File: config.mk
export PLATFORM = sky130hd
export DESIGN_NAME = contactor_pull_in_hold_controller
export DESIGN_NICKNAME = d
export VERILOG_FILES = /design/src/hdl/cphc_pkg.sv /design/src/hdl/cphc_cfg.sv /design/src/hdl/cphc_core.sv /design/src/hdl/contactor_pull_in_hold_controller.sv
export SDC_FILE = /design/constraint.sdc
export NUM_CORES = 1
export LEC_CHECK = 0
export ABC_CLOCK_PERIOD_IN_PS = 6660
export BUFFER_PORTS_ARGS = -buffer_cell sky130_fd_sc_hd__clkbuf_2
export CAP_MARGIN = 10
export CORE_MARGIN = 4
export CORE_UTILIZATION = 30
export DETAILED_ROUTE_END_ITERATION = 8
export GPL_ROUTABILITY_DRIVEN = 1
export GPL_TIMING_DRIVEN = 0
export PLACE_DENSITY = 0.49
export SETUP_SLACK_MARGIN = 0.15
export SLEW_MARGIN = 20
export SYNTH_ARGS = -nofsm -noshare
export SYNTH_HDL_FRONTEND = slang
export SYNTH_SLANG_ARGS = --single-unit
File: constraint.sdc
create_clock -name clk -period 6.66 [get_ports clk]
set_input_delay 0 -clock clk [delete_from_list [all_inputs] [get_ports clk]]
set_output_delay 0 -clock clk [all_outputs]
set_load 0.1 [all_outputs]
File: src/hdl/cphc_pkg.sv
// Shared types and constants for the contactor pull-in/hold controller.
// Used by every module of the block; depends on nothing else.
package cphc_pkg;

  localparam int unsigned TimeW  = 32;
  localparam int unsigned LevelW = 16;
  localparam int unsigned IdW    = 11;
  localparam int unsigned CfgIdxW  = 3;
  localparam int unsigned CfgDataW = 16;

  typedef enum logic [1:0] {
    MODE_TICK       = 2'd0,
    MODE_FRAME      = 2'd1,
    MODE_FORCE_OPEN = 2'd2
  } mode_t;

  typedef enum logic [CfgIdxW-1:0] {
    REG_SAFE_WINDOW  = 3'd0,
    REG_PULL_IN_TIME = 3'd1,
    REG_PULL_IN_LVL  = 3'd2,
    REG_HOLD_LVL     = 3'd3,
    REG_ACTIVE_ID    = 3'd4,
    REG_NODE_ID      = 3'd5
  } reg_idx_t;

  localparam logic [LevelW-1:0] SafeWindowRst = 16'd300;
  localparam logic [LevelW-1:0] PullInTimeRst = 16'd2000;
  localparam logic [LevelW-1:0] PullInLvlRst  = 16'd999;
  localparam logic [LevelW-1:0] HoldLvlRst    = 16'd500;
  localparam logic [IdW-1:0]    ActiveIdRst   = 11'd1;
  localparam logic [IdW-1:0]    NodeIdRst     = 11'd3;

  typedef struct packed {
    logic [LevelW-1:0] safe_window_ms;
    logic [LevelW-1:0] pull_in_time_ms;
    logic [LevelW-1:0] pull_in_level;
    logic [LevelW-1:0] hold_level;
    logic [IdW-1:0]    active_frame_id;
    logic [IdW-1:0]    node_frame_id;
  } cfg_t;

  typedef struct packed {
    logic [LevelW-1:0] drive_level;
    logic              is_closed;
  } result_t;

endpackage

File: src/hdl/cphc_cfg.sv
// Configuration register file for the contactor pull-in/hold controller.
// Depends on cphc_pkg for the register indexes, reset values and cfg_t.
module cphc_cfg (
  input  logic                           clk,
  input  logic                           rst,
  input  logic                           cfg_we,
  input  logic [cphc_pkg::CfgIdxW-1:0]   cfg_index,
  input  logic [cphc_pkg::CfgDataW-1:0]  cfg_data,
  output cphc_pkg::cfg_t                 cfg
);

  always_ff @(posedge clk) begin
    if (rst) begin
      cfg.safe_window_ms  <= cphc_pkg::SafeWindowRst;
      cfg.pull_in_time_ms <= cphc_pkg::PullInTimeRst;
      cfg.pull_in_level   <= cphc_pkg::PullInLvlRst;
      cfg.hold_level      <= cphc_pkg::HoldLvlRst;
      cfg.active_frame_id <= cphc_pkg::ActiveIdRst;
      cfg.node_frame_id   <= cphc_pkg::NodeIdRst;
    end else if (cfg_we) begin
      case (cphc_pkg::reg_idx_t'(cfg_index))
        cphc_pkg::REG_SAFE_WINDOW:  cfg.safe_window_ms  <= cfg_data;
        cphc_pkg::REG_PULL_IN_TIME: cfg.pull_in_time_ms <= cfg_data;
        cphc_pkg::REG_PULL_IN_LVL:  cfg.pull_in_level   <= cfg_data;
        cphc_pkg::REG_HOLD_LVL:     cfg.hold_level      <= cfg_data;
        cphc_pkg::REG_ACTIVE_ID:    cfg.active_frame_id <= cfg_data[cphc_pkg::IdW-1:0];
        cphc_pkg::REG_NODE_ID:      cfg.node_frame_id   <= cfg_data[cphc_pkg::IdW-1:0];
        default: ;
      endcase
    end
  end

endmodule

File: src/hdl/cphc_core.sv
// Controller state and its combinational update for one beat.
// Depends on cphc_pkg; the result is the state as it stands after the beat.
module cphc_core (
  input  logic                          clk,
  input  logic                          rst,
  input  logic                          step,
  input  logic [1:0]                    mode,
  input  logic [cphc_pkg::TimeW-1:0]    now_ms,
  input  logic [cphc_pkg::IdW-1:0]      frame_id,
  input  cphc_pkg::cfg_t                cfg,
  output cphc_pkg::result_t             res_next
);

  logic                          request_pending, request_pending_next;
  logic [cphc_pkg::TimeW-1:0]    request_time, request_time_next;
  logic                          window_active, window_active_next;
  logic                          node_present, node_present_next;
  logic                          closed_flag, closed_flag_next;
  logic [cphc_pkg::TimeW-1:0]    close_time, close_time_next;
  logic                          pull_in_finished, pull_in_finished_next;
  logic [cphc_pkg::LevelW-1:0]   drive_register, drive_register_next;

  logic [cphc_pkg::TimeW-1:0]    window_age;
  logic [cphc_pkg::TimeW-1:0]    close_age;
  logic                          window_over;
  logic                          pull_in_over;
  logic                          win;
  logic                          pif;

  assign window_age   = now_ms - request_time;
  assign close_age    = now_ms - close_time;
  assign pull_in_over = close_age >= {16'd0, cfg.pull_in_time_ms};

  // A fresh request is stamped with now, so its age is zero.
  assign window_over = request_pending ? (cfg.safe_window_ms == '0)
                                       : (window_age >= {16'd0, cfg.safe_window_ms});

  always_comb begin
    request_pending_next  = request_pending;
    request_time_next     = request_time;
    window_active_next    = window_active;
    node_present_next     = node_present;
    closed_flag_next      = closed_flag;
    close_time_next       = close_time;
    pull_in_finished_next = pull_in_finished;
    drive_register_next   = drive_register;
    win = 1'b0;
    pif = 1'b0;

    case (cphc_pkg::mode_t'(mode))
      cphc_pkg::MODE_TICK: begin
        if (request_pending) begin
          request_pending_next = 1'b0;
          request_time_next    = now_ms;
        end
        win = (request_pending || window_active) && !window_over;
        window_active_next = win;
        if (win || !node_present) begin
          if (closed_flag) begin
            closed_flag_next    = 1'b0;
            drive_register_next = '0;
          end
        end else if (!closed_flag) begin
          closed_flag_next      = 1'b1;
          close_time_next       = now_ms;
          pull_in_finished_next = 1'b0;
          drive_register_next   = cfg.pull_in_level;
        end else begin
          pif = pull_in_finished || pull_in_over;
          pull_in_finished_next = pif;
          drive_register_next   = pif ? cfg.hold_level : cfg.pull_in_level;
        end
      end
      cphc_pkg::MODE_FRAME: begin
        if (frame_id == cfg.active_frame_id) begin
          request_pending_next = 1'b1;
        end else if (frame_id == cfg.node_frame_id) begin
          node_present_next = 1'b1;
        end
      end
      cphc_pkg::MODE_FORCE_OPEN: begin
        closed_flag_next    = 1'b0;
        drive_register_next = '0;
      end
      default: ;
    endcase
  end

  always_ff @(posedge clk) begin
    if (rst) begin
      request_pending  <= 1'b0;
      request_time     <= '0;
      window_active    <= 1'b0;
      node_present     <= 1'b0;
      closed_flag      <= 1'b0;
      close_time       <= '0;
      pull_in_finished <= 1'b0;
      drive_register   <= '0;
    end else if (step) begin
      request_pending  <= request_pending_next;
      request_time     <= request_time_next;
      window_active    <= window_active_next;
      node_present     <= node_present_next;
      closed_flag      <= closed_flag_next;
      close_time       <= close_time_next;
      pull_in_finished <= pull_in_finished_next;
      drive_register   <= drive_register_next;
    end
  end

  assign res_next.drive_level = drive_register_next;
  assign res_next.is_closed   = closed_flag_next;

endmodule

File: src/hdl/contactor_pull_in_hold_controller.sv
// Top level of the contactor pull-in/hold controller: input beat register,
// result register and handshake. Depends on cphc_pkg, cphc_cfg and cphc_core.
//
// One result beat per input beat, one beat per clock cycle sustained while the
// output is not stalled. A beat waits in the input register while the state
// update and result are worked out, and these land in the result register, so
// a result reaches the output through the input register and then the result
// register. The result register holds while m_tvalid is high and m_tready is
// low, and the input register can then still take one more beat if empty.
// Tick beats close the contactor with pull-in drive once a node frame has been
// seen, and drop to hold drive after the pull-in time; safe-request frames
// make later ticks open it for the safe window; force-open beats open it at once.
module contactor_pull_in_hold_controller (
  input  logic                          clk,
  input  logic                          rst,
  input  logic                          s_tvalid,
  output logic                          s_tready,
  input  logic [47:0]                   s_tdata,   // now_ms[31:0], frame_id[42:32], zero pad
  input  logic [1:0]                    s_tuser,   // mode[1:0]
  output logic                          m_tvalid,
  input  logic                          m_tready,
  output logic [23:0]                   m_tdata,   // drive_level[15:0], is_closed[16], zero pad
  input  logic                          cfg_we,
  input  logic [cphc_pkg::CfgIdxW-1:0]  cfg_index,
  input  logic [cphc_pkg::CfgDataW-1:0] cfg_data
);

  logic                        in_valid;
  logic [1:0]                  in_mode;
  logic [cphc_pkg::TimeW-1:0]  in_now;
  logic [cphc_pkg::IdW-1:0]    in_fid;
  logic                        advance;
  cphc_pkg::cfg_t              cfg;
  cphc_pkg::result_t           res_next;
  cphc_pkg::result_t           res;

  assign advance  = in_valid && (!m_tvalid || m_tready);
  assign s_tready = !in_valid || advance;

  always_ff @(posedge clk) begin
    if (rst) begin
      in_valid <= 1'b0;
    end else if (s_tready) begin
      in_valid <= s_tvalid;
    end
  end

  always_ff @(posedge clk) begin
    if (s_tready && s_tvalid) begin
      in_mode <= s_tuser;
      in_now  <= s_tdata[31:0];
      in_fid  <= s_tdata[42:32];
    end
  end

  cphc_cfg u_cfg (
    .clk       (clk),
    .rst       (rst),
    .cfg_we    (cfg_we),
    .cfg_index (cfg_index),
    .cfg_data  (cfg_data),
    .cfg       (cfg)
  );

  cphc_core u_core (
    .clk      (clk),
    .rst      (rst),
    .step     (advance),
    .mode     (in_mode),
    .now_ms   (in_now),
    .frame_id (in_fid),
    .cfg      (cfg),
    .res_next (res_next)
  );

  always_ff @(posedge clk) begin
    if (rst) begin
      m_tvalid <= 1'b0;
    end else if (advance) begin
      m_tvalid <= 1'b1;
    end else if (m_tready) begin
      m_tvalid <= 1'b0;
    end
  end

  always_ff @(posedge clk) begin
    if (advance) begin
      res <= res_next;
    end
  end

  assign m_tdata = {7'd0, res.is_closed, res.drive_level};

endmodule

==> flow_summary.json <==
{
  "relSlewSlack": 0.402,
  "max_freq_ghz": 0.161,
  "grt_pass1_wl_microns": 66400,
  "finalInstanceArea_sq_um": 16600,
  "ios": 100,
  "syn_inst": 1624,
  "core_area_sq_um": 44600,
  "first_global_vias": 11802,
  "vias": 12101,
  "root_buffer": "clkbuf_16",
  "rsz0062_at_grt": "no",
  "synth_edf_count": 62,
  "drcViolationCount": 0,
  "grt_overflow": 0,
  "synth_warnings": 0,
  "synth_seq_area_share": 0.390,
  "start_kind": "register",
  "min_period_ps": 6200,
  "globalRouteMet3Util": 0.0197,
  "setup_viol": 0,
  "outcome": "finished, final reports clean",
  "dp.cells": 2311,
  "drv_cap": 0,
  "nNetsFinal": 1991,
  "start_util": 0.306,
  "routed_wl_microns": 42500,
  "cts_tree": "built",
  "drt_iter0_markers": 682,
  "cts.sinks": 235,
  "leakagePower_uw": 0.00622,
  "rows": 77,
  "grtUsageTotal": 0.167,
  "hold_violations": 0,
  "hpwl_microns": 32200,
  "antenna_cells": 0,
  "grt_use_met1": 0.229,
  "vias_per_cell": 4.97,
  "fill_cells": 4587,
  "grt_max_degree": 33,
  "synth.most_common_cell": "nand2_1",
  "p_per_area_nw_per_um2": 222,
  "hold_path.class": "input pin to register",
  "clock_latency_ps": 580,
  "ys_top_cells_by_count": "nand2_1, a21oi_1, dfxtp_1, inv_1, ha_1",
  "cts_buffer_depth": 3,
  "cts_setup_buffers": 0,
  "ant_nets": 0,
  "io_buffer_count": 87,
  "finalSetupTns_ps": 0,
  "dieArea_sq_um": 49000,
  "crit_arrival_ps": 6530,
  "end_kind": "register",
  "cts.reportedPaths.clkPinSlew_ps": 60,
  "wl_per_cell_microns": 17.5,
  "ys_types": 85,
  "ys_top_cells_by_area": "dfxtp_1, edfxtp_1, ha_1, nand2_1, a21oi_1",
  "final_cells": 2435,
  "cp_max_fo": 10,
  "cts_max_level": 1,
  "busiest_layer": "met2",
  "grt_antenna_before_repair": 0,
  "drive_gt1_frac": 0.110,
  "yosysTopAreaCell": "dfxtp_1",
  "peakVddDrop_mv": 0.190,
  "ys_async_sr_fraction": 0,
  "drt-pass1-iter-count": 7,
  "die_y_microns": 221,
  "required_ps": 6980,
  "fin_crit_sh": 0.931,
  "dpl_cell_area_sq_um": 14900,
  "syn2layout_area_growth_pct": 21.6,
  "ys_ff_latch": 235,
  "maxSlewViolCount": 0,
  "globalplace.congestion": 0.859,
  "p_total_uw": 3690,
  "synth.avg_cell_area_sq_um": 8.42,
  "cts_buffers": 28,
  "finalClockSkew_ps": 37.5,
  "yosys.area.top_type_share": 0.253,
  "gr-usage-met2": 0.274,
  "tightest_slew_ps": 897,
  "die_w_microns": 221,
  "critPathKind": "register to register",
  "synth_area_sq_um": 13700,
  "synth_top_flop_cell": "dfxtp_1"
}
-- path summary, 6_finish.rpt --
check,startpoint,endpoint,slack (ps),cells past startpoint
worst max-delay path,in_now[1],m_tdata[7],460,22
worst min-delay path,s_tdata[2],in_now[2],130,2
worst max register to register,in_now[1],m_tdata[7],460,22
worst min register to register,u_core.request_time[7],u_core.request_time[7],450,2
-- metrics by stage --
stage | util | setup WS [ps] | hold slack (ps)
2_1_floorplan | - | 1660 | 98.9
3_3_place_gp | 0.333 | 340 | 178
3_5_place_dp | 0.334 | 300 | 179
4_1_cts | 0.372 | 308 | 96.4
5_1_grt | 0.373 | 164 | 113
6_report | 0.373 | 457 | 132
-- critical path, stage by stage, from the launching register on --
cell and delay [ps]:
edfxtp_1 510, ha_1 340, nor2b_1 140, o31a_1 290, o31ai_2 330, o21ai_1 230, nand3_1 130, nand2_1 80
xor2_1 230, ha_1 280, a21o_1 180, a21o_1 180, a2111oi_0 380, o2111ai_1 160, a2111oi_0 450, nand4_1 180
nor4b_1 370, nand4_1 380, o21ai_2 410, or3_1 160, buf_2 190, buf_4 240, o2bb2ai_2 80
-- sequential cells by signal, summed over array words and instances (netlist names) --
name / count
u_cfg.cfg: 86
in_fid: 11
u_core.pull_in_finished: 1
u_core.request_pending: 1
m_tvalid: 1
u_core.drive_register: 16
u_core.window_active: 1
in_valid: 1
u_core.closed_flag: 1
m_tdata: 17
in_mode: 2
u_core.node_present: 1
u_core.request_time: 32
u_core.close_time: 32
in_now: 32
-- area by class of cell --
class | count | area [sq um] | area share
Buffer | 91 | 413 | 0.0248
Clock buffer | 32 | 726 | 0.0437
Clock inverter | 20 | 259 | 0.0156
Inverter | 130 | 488 | 0.0294
Multi-Input combinational cell | 1174 | 7480 | 0.450
Sequential cell | 235 | 5330 | 0.320
Tap cell | 592 | 741 | 0.0446
Timing Repair Buffer | 161 | 1180 | 0.0712
-- kinds of logic (layout without fill, tap and decap cells) --
| kind of cell | count (synthesis) | in the layout | synth area share |
|---|---|---|---|
| mux | 23 | 23 | 0.0170 |
| simple gates | 525 | 525 | 0.176 |
| compound gates | 463 | 463 | 0.224 |
| flops | 235 | 235 | 0.390 |
| fa+ha+maj | 96 | 96 | 0.0890 |
| other cells | 1 | 7 | 0.000274 |
| xor+xnor | 60 | 60 | 0.0384 |
| buf+inv | 221 | 434 | 0.0659 |
-- layout by cell type (no fill, tap or decap), types with 13 or more instances in the layout --
master         count
dlygate4sd3_1     72
mux2i_1           21
nand3_1           48
xor2_1            31
inv_1            130
ha_1              94
clkbuf_2          88
nand4_1           25
clkbuf_1          66
a21oi_1          204
nand2b_1          14
or3_1             13
o32ai_1           15
nand3b_1          18
clkbuf_16         28
xnor2_1           29
nand2_1          286
o21ai_0           70
edfxtp_1          62
nor2_1            58
o21a_1            17
a211oi_1          13
a21o_1            28
dfxtp_1          173
-- metal layers --
layer | vias up | part of all wire
li1 | 6114 | -
met1 | 5687 | 0.47
met2 | 238 | 0.45
met3 | 62 | 0.042
met4 | 0 | 0.033
met5 | - | 0
-- what timing repair did --
| item | in CTS | in global routing |
|---|---|---|
| hold buffers | 72 | 0 |
| endpoints found under the setup margin | 0 | 53 |
| resized for setup | 0 | 3 |
| hold endpoints to repair | 152 | 0 |
-- power breakdown --
group | internal (uW) | switching, uW
clock | 980 | 650
combinational | 196 | 322
sequential | 1500 | 39.1
total | 2680 | 1010
Power figures use the tool's default switching activity.
